<file path="config.mk">
export PLATFORM = sky130hd
export DESIGN_NAME = gcode_axis_position_tracker
export DESIGN_NICKNAME = d
export VERILOG_FILES = /design/src/hdl/gcpt_pkg.sv /design/src/hdl/gcode_axis_position_tracker.sv /design/src/hdl/gcpt_word_apply.sv
export SDC_FILE = /design/constraint.sdc
export NUM_CORES = 2
export LEC_CHECK = 0
export BUFFER_PORTS_ARGS = -buffer_cell sky130_fd_sc_hd__buf_2
export CORE_ASPECT_RATIO = 1.5
export CORE_MARGIN = 2
export CORE_UTILIZATION = 45
export DETAILED_ROUTE_END_ITERATION = 16
export PLACE_DENSITY = 0.59
export SETUP_SLACK_MARGIN = 0.15
export SYNTH_ARGS = -nofsm -noshare
export SYNTH_HDL_FRONTEND = slang
export SYNTH_SLANG_ARGS = --single-unit
</file>
<file path="constraint.sdc">
create_clock -name clk -period 9.4 [get_ports clk]
set_input_delay 1.88 -clock clk [delete_from_list [all_inputs] [get_ports clk]]
set_output_delay 1.88 -clock clk [all_outputs]
set_load 0.05 [all_outputs]
</file>
<file path="src/hdl/gcpt_pkg.sv">
// types, character codes and helpers shared by the g-code position tracker
package gcpt_pkg;

  typedef enum logic [2:0] {
    KIND_NONE,
    KIND_G,
    KIND_X,
    KIND_Y,
    KIND_Z,
    KIND_OTHER
  } word_kind_t;

  typedef enum logic [2:0] {
    G_IDLE,
    G_NINE,
    G_ABS,
    G_REL,
    G_REJECT
  } g_progress_t;

  typedef enum logic [1:0] {
    REG_START_X,
    REG_START_Y,
    REG_START_Z,
    REG_UNUSED
  } reg_index_t;

  typedef struct packed {
    logic neg;
    logic sign;
    logic digit;
    logic point;
    logic done;
  } num_flags_t;

  localparam logic [7:0] CH_NEWLINE = 8'd10;
  localparam logic [7:0] CH_SEMI    = 8'h3B;
  localparam logic [7:0] CH_MINUS   = 8'h2D;
  localparam logic [7:0] CH_POINT   = 8'h2E;
  localparam logic [7:0] CH_ZERO    = 8'h30;
  localparam logic [7:0] CH_ONE     = 8'h31;
  localparam logic [7:0] CH_NINE    = 8'h39;
  localparam logic [7:0] CH_UPPER_A = 8'h41;
  localparam logic [7:0] CH_UPPER_Z = 8'h5A;
  localparam logic [7:0] CH_G       = 8'h47;
  localparam logic [7:0] CH_X       = 8'h58;
  localparam logic [7:0] CH_Y       = 8'h59;
  localparam logic [7:0] CH_Z       = 8'h5A;

  localparam logic signed [31:0] START_RESET = 32'sd10000;

  function automatic logic [63:0] pow10(input int n);
    logic [63:0] r;
    r = 64'd1;
    for (int i = 0; i < 8; i++) begin
      if (i < n) begin
        r = (r << 3) + (r << 1);
      end
    end
    return r;
  endfunction

endpackage

</file>
<file path="src/hdl/gcode_axis_position_tracker.sv">
// top level of the g-code axis position tracker
//
// in channel: one byte of program text per transaction (in_char_in)
// out channel: one transaction per newline outside a comment (status 0) and
// one when an invalid byte is seen (status 1), carrying the committed X, Y,
// Z positions in thousandths of a unit and the absolute/relative mode
// cfg port: APB-style writes of start_x, start_y, start_z at 0x0, 0x4, 0x8;
// a write loads the axis at once and reads return the stored start value
// a byte is registered on acceptance and processed from the input register;
// its result goes to the result register; one byte per cycle is taken while
// no result stalls; the per-byte path is ten times plus digit (scaled digit
// after the point) and clamp, or a load or saturating add per finished word
// reset loads the start values, absolute mode and clears any halt
// when the receiver stalls, a pending result holds and the byte after it
// waits in the input register; bytes that produce no result keep flowing
// after an invalid byte the block halts and ignores input until reset
module gcode_axis_position_tracker #(
  parameter int FRACTION_DIGITS = 3,
  parameter int POSITION_WIDTH  = 32
) (
  input  logic        clk,
  input  logic        rst_n,
  input  logic        in_valid,
  output logic        in_ready,
  input  logic [7:0]  in_char_in,
  output logic        out_valid,
  input  logic        out_ready,
  output logic [31:0] out_pos_x,
  output logic [31:0] out_pos_y,
  output logic [31:0] out_pos_z,
  output logic        out_relative_mode,
  output logic        out_status,
  input  logic        cfg_psel,
  input  logic        cfg_penable,
  input  logic        cfg_pwrite,
  input  logic [3:0]  cfg_paddr,
  input  logic [31:0] cfg_pwdata,
  output logic [31:0] cfg_prdata,
  output logic        cfg_pready
);
  import gcpt_pkg::*;

  localparam int PW    = POSITION_WIDTH;
  localparam int EXT_W = POSITION_WIDTH + 24;
  localparam int FC_W  = (FRACTION_DIGITS > 0) ? $clog2(FRACTION_DIGITS + 1) : 1;
  localparam logic [EXT_W-1:0] CAP_EXT   = EXT_W'(1) << (PW - 1);
  localparam logic [EXT_W-1:0] INT_SCALE = EXT_W'(pow10(FRACTION_DIGITS));
  localparam logic signed [63:0] POS_MAX64 = (64'sd1 <<< (PW - 1)) - 64'sd1;
  localparam logic signed [63:0] POS_MIN64 = -POS_MAX64 - 64'sd1;
  localparam logic [FC_W-1:0] FC_LIMIT = FC_W'(FRACTION_DIGITS);

  typedef logic signed [PW-1:0] pos_t;

  // state
  pos_t start_x_r, start_y_r, start_z_r;
  pos_t axis_x_r, axis_y_r, axis_z_r, axis_x_nxt, axis_y_nxt, axis_z_nxt;
  pos_t line_x_r, line_y_r, line_z_r, line_x_nxt, line_y_nxt, line_z_nxt;
  logic rel_r, rel_nxt, line_rel_r, line_rel_nxt;
  logic halted_r, halted_nxt, comment_r, comment_nxt;
  word_kind_t kind_r, kind_nxt;
  g_progress_t gprog_r, gprog_nxt;
  logic [PW-1:0] mag_r, mag_nxt;
  num_flags_t flags_r, flags_nxt;
  logic [FC_W-1:0] fc_r, fc_nxt;

  // input register
  logic       s1_vld_r;
  logic [7:0] s1_char_r;

  // result register
  logic       out_vld_r, out_vld_nxt;
  pos_t       res_x_r, res_y_r, res_z_r, res_x_nxt, res_y_nxt, res_z_nxt;
  logic       res_rel_r, res_rel_nxt, res_status_r, res_status_nxt;

  // byte decode
  logic [7:0] c;
  logic [3:0] dval;
  logic is_upper, is_digit, is_num, is_nl, is_semi, emits, adv;

  assign c        = s1_char_r;
  assign dval     = c[3:0];
  assign is_upper = (c >= CH_UPPER_A) && (c <= CH_UPPER_Z);
  assign is_digit = (c >= CH_ZERO) && (c <= CH_NINE);
  assign is_num   = is_digit || (c == CH_POINT) || (c == CH_MINUS);
  assign is_nl    = (c == CH_NEWLINE);
  assign is_semi  = (c == CH_SEMI);
  assign emits    = !halted_r && !comment_r && !is_semi && !is_upper && !is_num;
  assign adv      = s1_vld_r && (!emits || !out_vld_r || out_ready);
  assign in_ready = !s1_vld_r || adv;

  // finished word
  logic is_axis;
  pos_t apply_cur, apply_nxt;
  pos_t fin_x, fin_y, fin_z;
  logic fin_rel;

  assign is_axis = (kind_r == KIND_X) || (kind_r == KIND_Y) || (kind_r == KIND_Z);

  always_comb begin
    case (kind_r)
      KIND_X:  apply_cur = line_x_r;
      KIND_Y:  apply_cur = line_y_r;
      KIND_Z:  apply_cur = line_z_r;
      default: apply_cur = line_x_r;
    endcase
  end

  gcpt_word_apply #(
    .POSITION_WIDTH(PW)
  ) u_apply (
    .mag (mag_r),
    .neg (flags_r.neg),
    .rel (line_rel_r),
    .cur (apply_cur),
    .nxt (apply_nxt)
  );

  always_comb begin
    fin_x   = line_x_r;
    fin_y   = line_y_r;
    fin_z   = line_z_r;
    fin_rel = line_rel_r;
    if (kind_r == KIND_G) begin
      if (gprog_r == G_ABS) begin
        fin_rel = 1'b0;
      end else if (gprog_r == G_REL) begin
        fin_rel = 1'b1;
      end
    end else if (is_axis && flags_r.digit) begin
      case (kind_r)
        KIND_X:  fin_x = apply_nxt;
        KIND_Y:  fin_y = apply_nxt;
        KIND_Z:  fin_z = apply_nxt;
        default: fin_x = line_x_r;
      endcase
    end
  end

  // digit accumulation, magnitude kept already scaled to fraction digits
  logic [EXT_W-1:0] mag_ext, dig_ext, frac_scale, mag_sum;
  logic [PW-1:0]    mag_digit;

  always_comb begin
    mag_ext    = EXT_W'(mag_r);
    dig_ext    = EXT_W'(dval);
    frac_scale = EXT_W'(pow10(FRACTION_DIGITS - 1 - int'(fc_r)));
    if (!flags_r.point) begin
      mag_sum = (mag_ext << 3) + (mag_ext << 1) + dig_ext * INT_SCALE;
    end else begin
      mag_sum = mag_ext + dig_ext * frac_scale;
    end
    mag_digit = (mag_sum > CAP_EXT) ? CAP_EXT[PW-1:0] : mag_sum[PW-1:0];
  end

  // configuration port
  logic             cfg_wr;
  reg_index_t       cfg_idx;
  logic signed [63:0] wr_ext;
  pos_t             wr_pos;

  assign cfg_pready = 1'b1;
  assign cfg_wr     = cfg_psel && cfg_penable && cfg_pwrite;
  assign cfg_idx    = reg_index_t'(cfg_paddr[3:2]);

  always_comb begin
    wr_ext = 64'(signed'(cfg_pwdata));
    if (wr_ext > POS_MAX64) begin
      wr_pos = PW'(POS_MAX64);
    end else if (wr_ext < POS_MIN64) begin
      wr_pos = PW'(POS_MIN64);
    end else begin
      wr_pos = PW'(wr_ext);
    end
  end

  // per-byte next state
  always_comb begin
    axis_x_nxt     = axis_x_r;
    axis_y_nxt     = axis_y_r;
    axis_z_nxt     = axis_z_r;
    line_x_nxt     = line_x_r;
    line_y_nxt     = line_y_r;
    line_z_nxt     = line_z_r;
    rel_nxt        = rel_r;
    line_rel_nxt   = line_rel_r;
    halted_nxt     = halted_r;
    comment_nxt    = comment_r;
    kind_nxt       = kind_r;
    gprog_nxt      = gprog_r;
    mag_nxt        = mag_r;
    flags_nxt      = flags_r;
    fc_nxt         = fc_r;
    out_vld_nxt    = out_vld_r && !out_ready;
    res_x_nxt      = res_x_r;
    res_y_nxt      = res_y_r;
    res_z_nxt      = res_z_r;
    res_rel_nxt    = res_rel_r;
    res_status_nxt = res_status_r;
    if (adv && !halted_r) begin
      if (comment_r) begin
        if (is_nl) begin
          comment_nxt = 1'b0;
        end
      end else if (is_semi) begin
        comment_nxt = 1'b1;
      end else if (is_upper || is_nl) begin
        line_x_nxt   = fin_x;
        line_y_nxt   = fin_y;
        line_z_nxt   = fin_z;
        line_rel_nxt = fin_rel;
        gprog_nxt    = G_IDLE;
        mag_nxt      = '0;
        flags_nxt    = '0;
        fc_nxt       = '0;
        if (is_nl) begin
          kind_nxt       = KIND_NONE;
          axis_x_nxt     = fin_x;
          axis_y_nxt     = fin_y;
          axis_z_nxt     = fin_z;
          rel_nxt        = fin_rel;
          out_vld_nxt    = 1'b1;
          res_x_nxt      = fin_x;
          res_y_nxt      = fin_y;
          res_z_nxt      = fin_z;
          res_rel_nxt    = fin_rel;
          res_status_nxt = 1'b0;
        end else begin
          case (c)
            CH_G:    kind_nxt = KIND_G;
            CH_X:    kind_nxt = KIND_X;
            CH_Y:    kind_nxt = KIND_Y;
            CH_Z:    kind_nxt = KIND_Z;
            default: kind_nxt = KIND_OTHER;
          endcase
        end
      end else if (is_num) begin
        if (kind_r == KIND_G) begin
          if (gprog_r == G_IDLE && c == CH_NINE) begin
            gprog_nxt = G_NINE;
          end else if (gprog_r == G_NINE && c == CH_ZERO) begin
            gprog_nxt = G_ABS;
          end else if (gprog_r == G_NINE && c == CH_ONE) begin
            gprog_nxt = G_REL;
          end else begin
            gprog_nxt = G_REJECT;
          end
        end else if (is_axis && !flags_r.done) begin
          if (c == CH_MINUS) begin
            if (!flags_r.sign && !flags_r.digit && !flags_r.point) begin
              flags_nxt.sign = 1'b1;
              flags_nxt.neg  = 1'b1;
            end else begin
              flags_nxt.done = 1'b1;
            end
          end else if (c == CH_POINT) begin
            if (flags_r.point) begin
              flags_nxt.done = 1'b1;
            end else begin
              flags_nxt.point = 1'b1;
            end
          end else begin
            flags_nxt.digit = 1'b1;
            if (!flags_r.point) begin
              mag_nxt = mag_digit;
            end else if (fc_r < FC_LIMIT) begin
              mag_nxt = mag_digit;
              fc_nxt  = fc_r + FC_W'(1);
            end
          end
        end
      end else begin
        halted_nxt     = 1'b1;
        kind_nxt       = KIND_NONE;
        gprog_nxt      = G_IDLE;
        mag_nxt        = '0;
        flags_nxt      = '0;
        fc_nxt         = '0;
        line_x_nxt     = axis_x_r;
        line_y_nxt     = axis_y_r;
        line_z_nxt     = axis_z_r;
        line_rel_nxt   = rel_r;
        out_vld_nxt    = 1'b1;
        res_x_nxt      = axis_x_r;
        res_y_nxt      = axis_y_r;
        res_z_nxt      = axis_z_r;
        res_rel_nxt    = rel_r;
        res_status_nxt = 1'b1;
      end
    end
    // a start write loads the axis and its line copy at once
    if (cfg_wr) begin
      case (cfg_idx)
        REG_START_X: begin
          axis_x_nxt = wr_pos;
          line_x_nxt = wr_pos;
        end
        REG_START_Y: begin
          axis_y_nxt = wr_pos;
          line_y_nxt = wr_pos;
        end
        REG_START_Z: begin
          axis_z_nxt = wr_pos;
          line_z_nxt = wr_pos;
        end
        default: begin
        end
      endcase
    end
  end

  function automatic logic [31:0] to32(input pos_t p);
    logic signed [63:0] e;
    e = 64'(p);
    return e[31:0];
  endfunction

  always_comb begin
    case (cfg_idx)
      REG_START_X: cfg_prdata = to32(start_x_r);
      REG_START_Y: cfg_prdata = to32(start_y_r);
      REG_START_Z: cfg_prdata = to32(start_z_r);
      default:     cfg_prdata = '0;
    endcase
  end

  // registers
  always_ff @(posedge clk) begin
    if (!rst_n) begin
      start_x_r  <= PW'(START_RESET);
      start_y_r  <= PW'(START_RESET);
      start_z_r  <= PW'(START_RESET);
      axis_x_r   <= PW'(START_RESET);
      axis_y_r   <= PW'(START_RESET);
      axis_z_r   <= PW'(START_RESET);
      line_x_r   <= PW'(START_RESET);
      line_y_r   <= PW'(START_RESET);
      line_z_r   <= PW'(START_RESET);
      rel_r      <= 1'b0;
      line_rel_r <= 1'b0;
      halted_r   <= 1'b0;
      comment_r  <= 1'b0;
      kind_r     <= KIND_NONE;
      gprog_r    <= G_IDLE;
      mag_r      <= '0;
      flags_r    <= '0;
      fc_r       <= '0;
      s1_vld_r   <= 1'b0;
      out_vld_r  <= 1'b0;
    end else begin
      axis_x_r   <= axis_x_nxt;
      axis_y_r   <= axis_y_nxt;
      axis_z_r   <= axis_z_nxt;
      line_x_r   <= line_x_nxt;
      line_y_r   <= line_y_nxt;
      line_z_r   <= line_z_nxt;
      rel_r      <= rel_nxt;
      line_rel_r <= line_rel_nxt;
      halted_r   <= halted_nxt;
      comment_r  <= comment_nxt;
      kind_r     <= kind_nxt;
      gprog_r    <= gprog_nxt;
      mag_r      <= mag_nxt;
      flags_r    <= flags_nxt;
      fc_r       <= fc_nxt;
      out_vld_r  <= out_vld_nxt;
      if (in_ready) begin
        s1_vld_r <= in_valid;
      end
      if (cfg_wr) begin
        case (cfg_idx)
          REG_START_X: start_x_r <= wr_pos;
          REG_START_Y: start_y_r <= wr_pos;
          REG_START_Z: start_z_r <= wr_pos;
          default: begin
          end
        endcase
      end
    end
  end

  always_ff @(posedge clk) begin
    if (in_ready && in_valid) begin
      s1_char_r <= in_char_in;
    end
    res_x_r      <= res_x_nxt;
    res_y_r      <= res_y_nxt;
    res_z_r      <= res_z_nxt;
    res_rel_r    <= res_rel_nxt;
    res_status_r <= res_status_nxt;
  end

  assign out_valid         = out_vld_r;
  assign out_pos_x         = to32(res_x_r);
  assign out_pos_y         = to32(res_y_r);
  assign out_pos_z         = to32(res_z_r);
  assign out_relative_mode = res_rel_r;
  assign out_status        = res_status_r;

endmodule

</file>
<file path="src/hdl/gcpt_word_apply.sv">
// applies a finished axis word: sign, clamp and absolute load or saturating add
module gcpt_word_apply #(
  parameter int POSITION_WIDTH = 32
) (
  input  logic [POSITION_WIDTH-1:0]        mag,
  input  logic                             neg,
  input  logic                             rel,
  input  logic signed [POSITION_WIDTH-1:0] cur,
  output logic signed [POSITION_WIDTH-1:0] nxt
);

  localparam logic [POSITION_WIDTH-1:0] CAP = {1'b1, {(POSITION_WIDTH-1){1'b0}}};
  localparam logic signed [POSITION_WIDTH-1:0] POS_MAX = {1'b0, {(POSITION_WIDTH-1){1'b1}}};
  localparam logic signed [POSITION_WIDTH-1:0] POS_MIN = {1'b1, {(POSITION_WIDTH-1){1'b0}}};

  logic signed [POSITION_WIDTH-1:0] val;
  logic signed [POSITION_WIDTH:0]   sum;

  always_comb begin
    if (neg) begin
      val = signed'(-mag);
    end else if (mag == CAP) begin
      val = POS_MAX;
    end else begin
      val = signed'(mag);
    end
    sum = (POSITION_WIDTH+1)'(cur) + (POSITION_WIDTH+1)'(val);
    if (!rel) begin
      nxt = val;
    end else if (sum[POSITION_WIDTH] != sum[POSITION_WIDTH-1]) begin
      nxt = sum[POSITION_WIDTH] ? POS_MIN : POS_MAX;
    end else begin
      nxt = sum[POSITION_WIDTH-1:0];
    end
  end

endmodule

</file>
# Word-level counts from Yosys, hierarchy flattened
# Index checks and enable logic that the tools add are counted.
[op_classes] add_sub_neg=14 mul=2 n_div=0 order_cmp=16 n_eq_ne=38 shift=0 n_mux=136 n_bitwise=4 reduce_logical=56
[op_table] operator="32-bit two-way mux" count=76
[op_table] operator="56-bit two-way mux" count=5
[op_table] operator="56-bit adder" count=4
[op_table] operator="32-bit case mux with 3 select lines" count=1
[op_table] operator="32-bit case mux with 2 select lines" count=1
[op_table] operator="32-bit by 56-bit adder with 56-bit output" count=1
[op_table] operator="56-bit by 32-bit > comparator with 1-bit output, second input constant" count=1
[op_table] operator="4-bit by 56-bit multiplier with 56-bit output" count=1
[op_table] operator="8-bit by 6-bit equality test with 1-bit output, second input constant" count=6
[op_table] operator="36-bit by 14-bit adder with 37-bit output" count=1
[op_table] operator="35-bit by 33-bit adder with 36-bit output" count=1
[op_table] operator="32-bit by 32-bit adder with 33-bit output" count=1
[op_table] operator="32-bit equality test, second input constant" count=1
[op_table] operator="8-bit by 7-bit equality test with 1-bit output, second input constant" count=4
[op_table] operator="32-bit > comparator, second input constant" count=1
[op_table] operator="32-bit < comparator, second input constant" count=1
[op_table] operator="32-bit negation" count=1
[op_table] operator="3-bit two-way mux" count=9
[op_table] operator="2-bit two-way mux" count=12
[op_table] operator="1-bit two-way mux" count=23
[op_table] operator="7-bit AND reduction" count=3
[op_table] operator="5-bit two-way mux" count=4
[op_table] operator="1-bit logical AND" count=19
[op_table] operator="3-bit by 1-bit != test with 1-bit output, second input constant" count=6
[op_table] operator="other kinds (44)" count=83
[totals] register_bits=445 latchBits=0 ramBits=0 romBits=0 in_bits=51 output_inout_bits=133 elab_cells=296 n_memories=0

# Longest topological paths before layout
[depth] depth_word=30 ltp_mapped=27 ltp_nobuf=24

# By module
# A second synthesis with hierarchy kept.
[hier_totals] hier_cells=3463 hier_area_um2=28367.2
[modules_own_cells] module="gcode_axis_position_tracker" instances=1 cells_each=2997 area_each_um2=25334.3 seq_area_each_um2=9949.5
[modules_own_cells] module="gcpt_word_apply" instances=1 cells_each=466 area_each_um2=3032.9 seq_area_each_um2=0.0

# Worst setup path before layout
# No wires, ideal clock.
[synth_path] path_type="reg2reg" startpoint="register s1_char_r[2], in the netlist c[2]" endpoint="register mag_r[13]" setup_time_ps=69 t_arrival_ps=6305 required_ps=9331 setup_slack_ps=3026 stages_incl_launch_ff=27 synth_period_minus_slack_ps=6374 cell_sequence="edfxtp_1 > fa_1 > inv_1 > fa_1 > inv_1 > ha_1 > a21o_1 > a21oi_1 > inv_1 > a21oi_1 > o21ai_0 > xor2_1 > fa_1 > ha_1 > clkbuf_1 > and4_1 > a221o_1 > a31o_2 > a2111oi_0 > o21ai_1 > and2_1 > o31ai_1 > nand3_1 > nor3_4 > nor2_2 > buf_6 > o21ai_1"
[synth_between] elab_chain_len=13 elab_cells_between_ends=46 cone_classes="add/sub (2); mul (2); order compare (5); eq/ne (9); mux (10); bitwise (1); reduce/logical (17)"
[synth_lines] item="from (decl)" line_no="gcode_axis_position_tracker.sv:68" text="logic [7:0] s1_char_r;"
[synth_lines] item="from (signal assigned)" line_no="gcode_axis_position_tracker.sv:383" text="s1_char_r <= in_char_in;"
[synth_lines] item="4-bit by 56-bit multiplier with 56-bit output or 4-bit by 7-bit multiplier with 11-bit output (tied branches)" line_no="gcode_axis_position_tracker.sv:150, gcode_axis_position_tracker.sv:148"
[synth_lines] item="32-bit by 56-bit adder with 56-bit output or 36-bit by 14-bit adder with 37-bit output (tied branches)" line_no="gcode_axis_position_tracker.sv:150, gcode_axis_position_tracker.sv:148"
[synth_lines] item="56-bit two-way mux" line_no="gcode_axis_position_tracker.sv:147" text="if (!flags_r.point) begin"
[synth_lines] item="56-bit by 32-bit > comparator with 1-bit output" line_no="gcode_axis_position_tracker.sv:152" text="mag_digit = (mag_sum > CAP_EXT) ? CAP_EXT[PW-1:0] : mag_sum[PW-1:0];"
[synth_lines] item="32-bit two-way mux" line_no="gcode_axis_position_tracker.sv:152"
[synth_lines] item="32-bit two-way mux" line_no="gcode_axis_position_tracker.sv:265" text="end else if (fc_r < FC_LIMIT) begin"
[synth_lines] item="32-bit two-way mux" line_no="gcode_axis_position_tracker.sv:263" text="if (!flags_r.point) begin"
[synth_lines] item="32-bit two-way mux" line_no="gcode_axis_position_tracker.sv:255" text="end else if (c == CH_POINT) begin"
[synth_lines] item="32-bit two-way mux" line_no="gcode_axis_position_tracker.sv:248" text="if (c == CH_MINUS) begin"
[synth_lines] item="32-bit two-way mux" line_no="gcode_axis_position_tracker.sv:247" text="end else if (is_axis && !flags_r.done) begin"
[synth_lines] item="32-bit two-way mux" line_no="gcode_axis_position_tracker.sv:237" text="if (kind_r == KIND_G) begin"
[synth_lines] item="32-bit two-way mux" line_no="gcode_axis_position_tracker.sv:236" text="end else if (is_num) begin"
[synth_lines] item="32-bit two-way mux" line_no="gcode_axis_position_tracker.sv:206" text="end else if (is_upper || is_nl) begin"
[synth_lines] item="to (signal assigned)" line_no="gcode_axis_position_tracker.sv:362" text="mag_r <= mag_nxt;"
[synth_lines] item="to (decl)" line_no="gcode_axis_position_tracker.sv:62" text="logic [PW-1:0] mag_r, mag_nxt;"
# Several ways; a longest one is shown, not always the timed one. The select of a mux whose other input is x is not followed.
# A chain may end at the register's enable or synchronous reset.

# Final worst setup path
[layout_path] startpoint="register s1_char_r[1], in the netlist c[1]" endpoint="register mag_r[14]"
# Same word-level chain as after synthesis.

==> out/qor.txt <==
==============================================================================
Run status                                                        finished clean
Kind of capture point of the worst setup path                             flop
Relative slew slack                                                     0.2211
CTS H-tree depth                                                             2
Mapped Cells                                                              3848
Proportion of layout cells with a drive suffix above 1                  0.1001
Detailed Place HPWL                                                   82170 um
Netlist area before placement                                        29960 um2
Remaining DRCs                                                               0
Cell type with the largest total area after synthesis                  dfxtp_1
Share of the synthesized area in the top cell type                      0.2258
Fin Setup TNS                                                             0 ns
Maximum number of pins on one net before global-route repair                78
Final slew viol count                                                        0
# port buffers                                                             180
Arr. time, crit path                                                   8.37 ns
Latest clock arrival within the worst-skew pair                        0.61 ns
TritonCTS clock tree                                                     built
Count of max-cap constraint violations                                       0
CTS sink cnt                                                               444
Detailed-router iteration count before antenna repair                        7
Cell at the slowest stage of the critical path                            fa_1
Core Area                                                            65760 um2
Worst path top cell family by delay                               compound AO/OA/AOI/OAI gates
Global-route congestion overflow total                                       0
Number of buffers and inverters on the critical path                         3
Via count of the first global-routing pass                               28790
Worst Hold Path Cells                                                        2
Tcrit/Tclk final                                                        0.8350
Initial core utilization                                                0.4556
Total setup buffers inserted after CTS                                       0
Area growth, synth to finish                                            10.21%
Fillcell total                                                            6571
Worst hold path type                                              flop to flop
Path type of the worst setup path                                 flop to flop
Count of cell instances traversed by the critical path                      24
Worst stage delay on the critical path                                 0.74 ns
Sequential Area                                                       9951 um2
Maximum achievable frequency                                         127.4 MHz
Overall die height                                                    320.0 um
Area taken by multi-input logic gates                                18490 um2
Post-synthesis async set-or-reset flop share                                 0
Setup violations, final                                                      0
Worst Setup Slack, final                                              1.551 ns
Std-Cell Rows                                                              115
Cell chain of the critical path                                   fa_1, inv_1, fa_1, inv_1, ha_1, a21o_1, a21oi_1, inv_1, a21oi_1, o21ai_0, xor2_1, fa_1, ha_1, and4_1, a221o_1, a31o_2, a2111oi_0, o21ai_1, and2_1, o31ai_1, nand3_1, nor3_4, nor2_2, o21ai_0
Initial DRC count                                                         2864
Hold-fix buffer count after cts                                              0
Unrepaired setup endpoints after global routing                             no
Proportion of synthesized chip area in sequential cells                 0.3321
Static leakage                                                      0.01300 uW
Actual slew at the worst max-slew pin                                 1.168 ns
Width of the die                                                      214.7 um
Overall Global Routing Usage                                            0.3372
Largest driver fanout on the critical path                                  17
Power per Cell Area                                               143.4 nW/um2
Clock buffer depth                                                           3
Worst VDD drop                                                       0.1341 mV
Final min period                                                      7.849 ns
Initial antenna violation count                                              1
Num ports                                                                  184
Most used standard cells in the synthesized netlist               nand2_1, nor2_1, a21oi_1
Pre-CTS worst setup slack                                             1.481 ns
Clk pin slew, worst setup/hold paths                                   0.07 ns
Last weighted congestion value of the routability-driven placer          1.001
Final wirelength                                                     119100 um
Syn Area/Cell                                                        7.786 um2
CTS resizes                                                                  0
Most common cell in the netlist                                        nand2_1
Final net count                                                           4094
Number of enable flip-flop cells after synthesis                           106
Hold Violations, Final                                                       0
Setup skew after layout                                             0.02102 ns
Net count after synthesis                                                 4081
Required @ worst endpoint                                              9.92 ns
Clock buffers created by TritonCTS                                          46
Via count of the routed design                                           30090
Kind of launch point of the worst setup path                              flop
Die ar.                                                              68700 um2
Wire length of the first global-routing pass                         179000 um
Most area-consuming cells after synthesis                         dfxtp_1, edfxtp_1, nand2_1, a21oi_1, ha_1
Post-detailed-route count of antenna-violating nets                          0
Detailed-route vias per instance                                         6.300
Number of distinct library cells after synthesis                            91
Post-synth top flop                                                    dfxtp_1
Count of cells along the worst register-to-register path                    24
Root cell of the clock tree                                          clkbuf_16
Average wire length per cell after detail routing                     24.93 um
Warnings, synthesis                                                          0
Flops & latches, synth                                                     444
==============================================================================
==> cell usage in the layout, fill, tap and decap left out, types with 21 or more instances in the layout <==
| master | count |
|---|---|
| nand3_1 | 82 |
| o221ai_1 | 30 |
| xnor2_1 | 58 |
| o21a_1 | 35 |
| o22ai_1 | 21 |
| o211ai_1 | 46 |
| a31oi_1 | 65 |
| nor3_1 | 94 |
| nor2_1 | 354 |
| o31ai_1 | 23 |
| ha_1 | 132 |
| nand2_1 | 633 |
| buf_4 | 67 |
| a21oi_1 | 341 |
| edfxtp_1 | 106 |
| a21o_1 | 40 |
| dfxtp_1 | 337 |
| mux2i_1 | 74 |
| o21ai_0 | 262 |
| nor4_1 | 27 |
| clkbuf_16 | 47 |
| inv_1 | 143 |
| nand4_1 | 48 |
| xor2_1 | 29 |
| a211oi_1 | 62 |
| buf_2 | 179 |
| and3_1 | 33 |
| a221oi_1 | 44 |
| fa_1 | 50 |
==> logic make-up after synthesis <==
| kind of cell | after synthesis | share of synthesized area |
|---|---|---|
| adder cells (fa/ha/maj) | 182 | 0.08853 |
| buffers and inverters | 427 | 0.05425 |
| flip-flops | 444 | 0.3321 |
| AO/OA/AOI/OAI | 1202 | 0.2582 |
| XOR/XNOR | 87 | 0.02543 |
| other | 1 | 0.0001252 |
| multiplexers | 93 | 0.03186 |
| AND/OR/NAND/NOR | 1412 | 0.2095 |
==> where the power goes <==
group	leakage [uW]	internal, uW	total (uW)	switching (uW)
Combinational	0.00856	215	751	536
Sequential	0.00369	2020	2060	41.2
Clock	0.000752	1090	1920	838
==> per-layer routing <==
metal / vias to the layer above / share of wire / GRT usage
met4: 0 / 0.074 / 0.2225
li1: 13970 / - / -
met5: - / 0 / 0
met2: 1333 / 0.48 / 0.5703
met3: 365 / 0.071 / 0.04898
met1: 14430 / 0.38 / 0.3976
==> layout make-up <==
cell class | count | share of cell area
multi-input cells | 2977 | 0.5601
diodes | 1 | 0.00007578
well taps | 877 | 0.03323
clock buffers | 60 | 0.03800
inverters | 146 | 0.01675
flip-flops and latches | 444 | 0.3013
clock inverters | 25 | 0.008184
repair buffers | 246 | 0.04236
==> per-stage QoR <==
stage / util / hold slack [ns] / instances / total power, uW / instance area, um2
after CTS: 0.5021 / 0.4478 / 4775 / 4745 / 33020
final: 0.5022 / 0.4431 / 4776 / 4734 / 33020
after detailed placement: 0.4789 / 0.4373 / 4690 / 2840 / 31490
after floorplan: - / 0.4218 / 3848 / 2598 / 29960
after global placement: 0.4789 / 0.4336 / 4690 / 2837 / 31490
after global routing: 0.5022 / 0.4665 / 4776 / 4877 / 33020
==> worst reg2reg max path, cell delays in order (launching register included) <==
cell and delay (ns):
edfxtp_1 0.68, fa_1 0.75, inv_1 0.08, fa_1 0.51, inv_1 0.05, ha_1 0.33
a21o_1 0.18, a21oi_1 0.20, inv_1 0.07, a21oi_1 0.13, o21ai_0 0.10, xor2_1 0.36
fa_1 0.50, ha_1 0.40, and4_1 0.27, a221o_1 0.38, a31o_2 0.31, a2111oi_0 0.44
o21ai_1 0.18, and2_1 0.19, o31ai_1 0.40, nand3_1 0.20, nor3_4 0.50, nor2_2 0.32
o21ai_0 0.24
==> path summary, 6_finish.rpt <==
path,start,endpoint,slack [ns]
setup / recovery,c[1],mag_r[14],1.55
hold / removal,start_x_r[13],start_x_r[13],0.44
setup reg to reg,c[1],mag_r[14],1.55
hold reg to reg,start_x_r[13],start_x_r[13],0.44
Power figures use the tool's default switching activity.
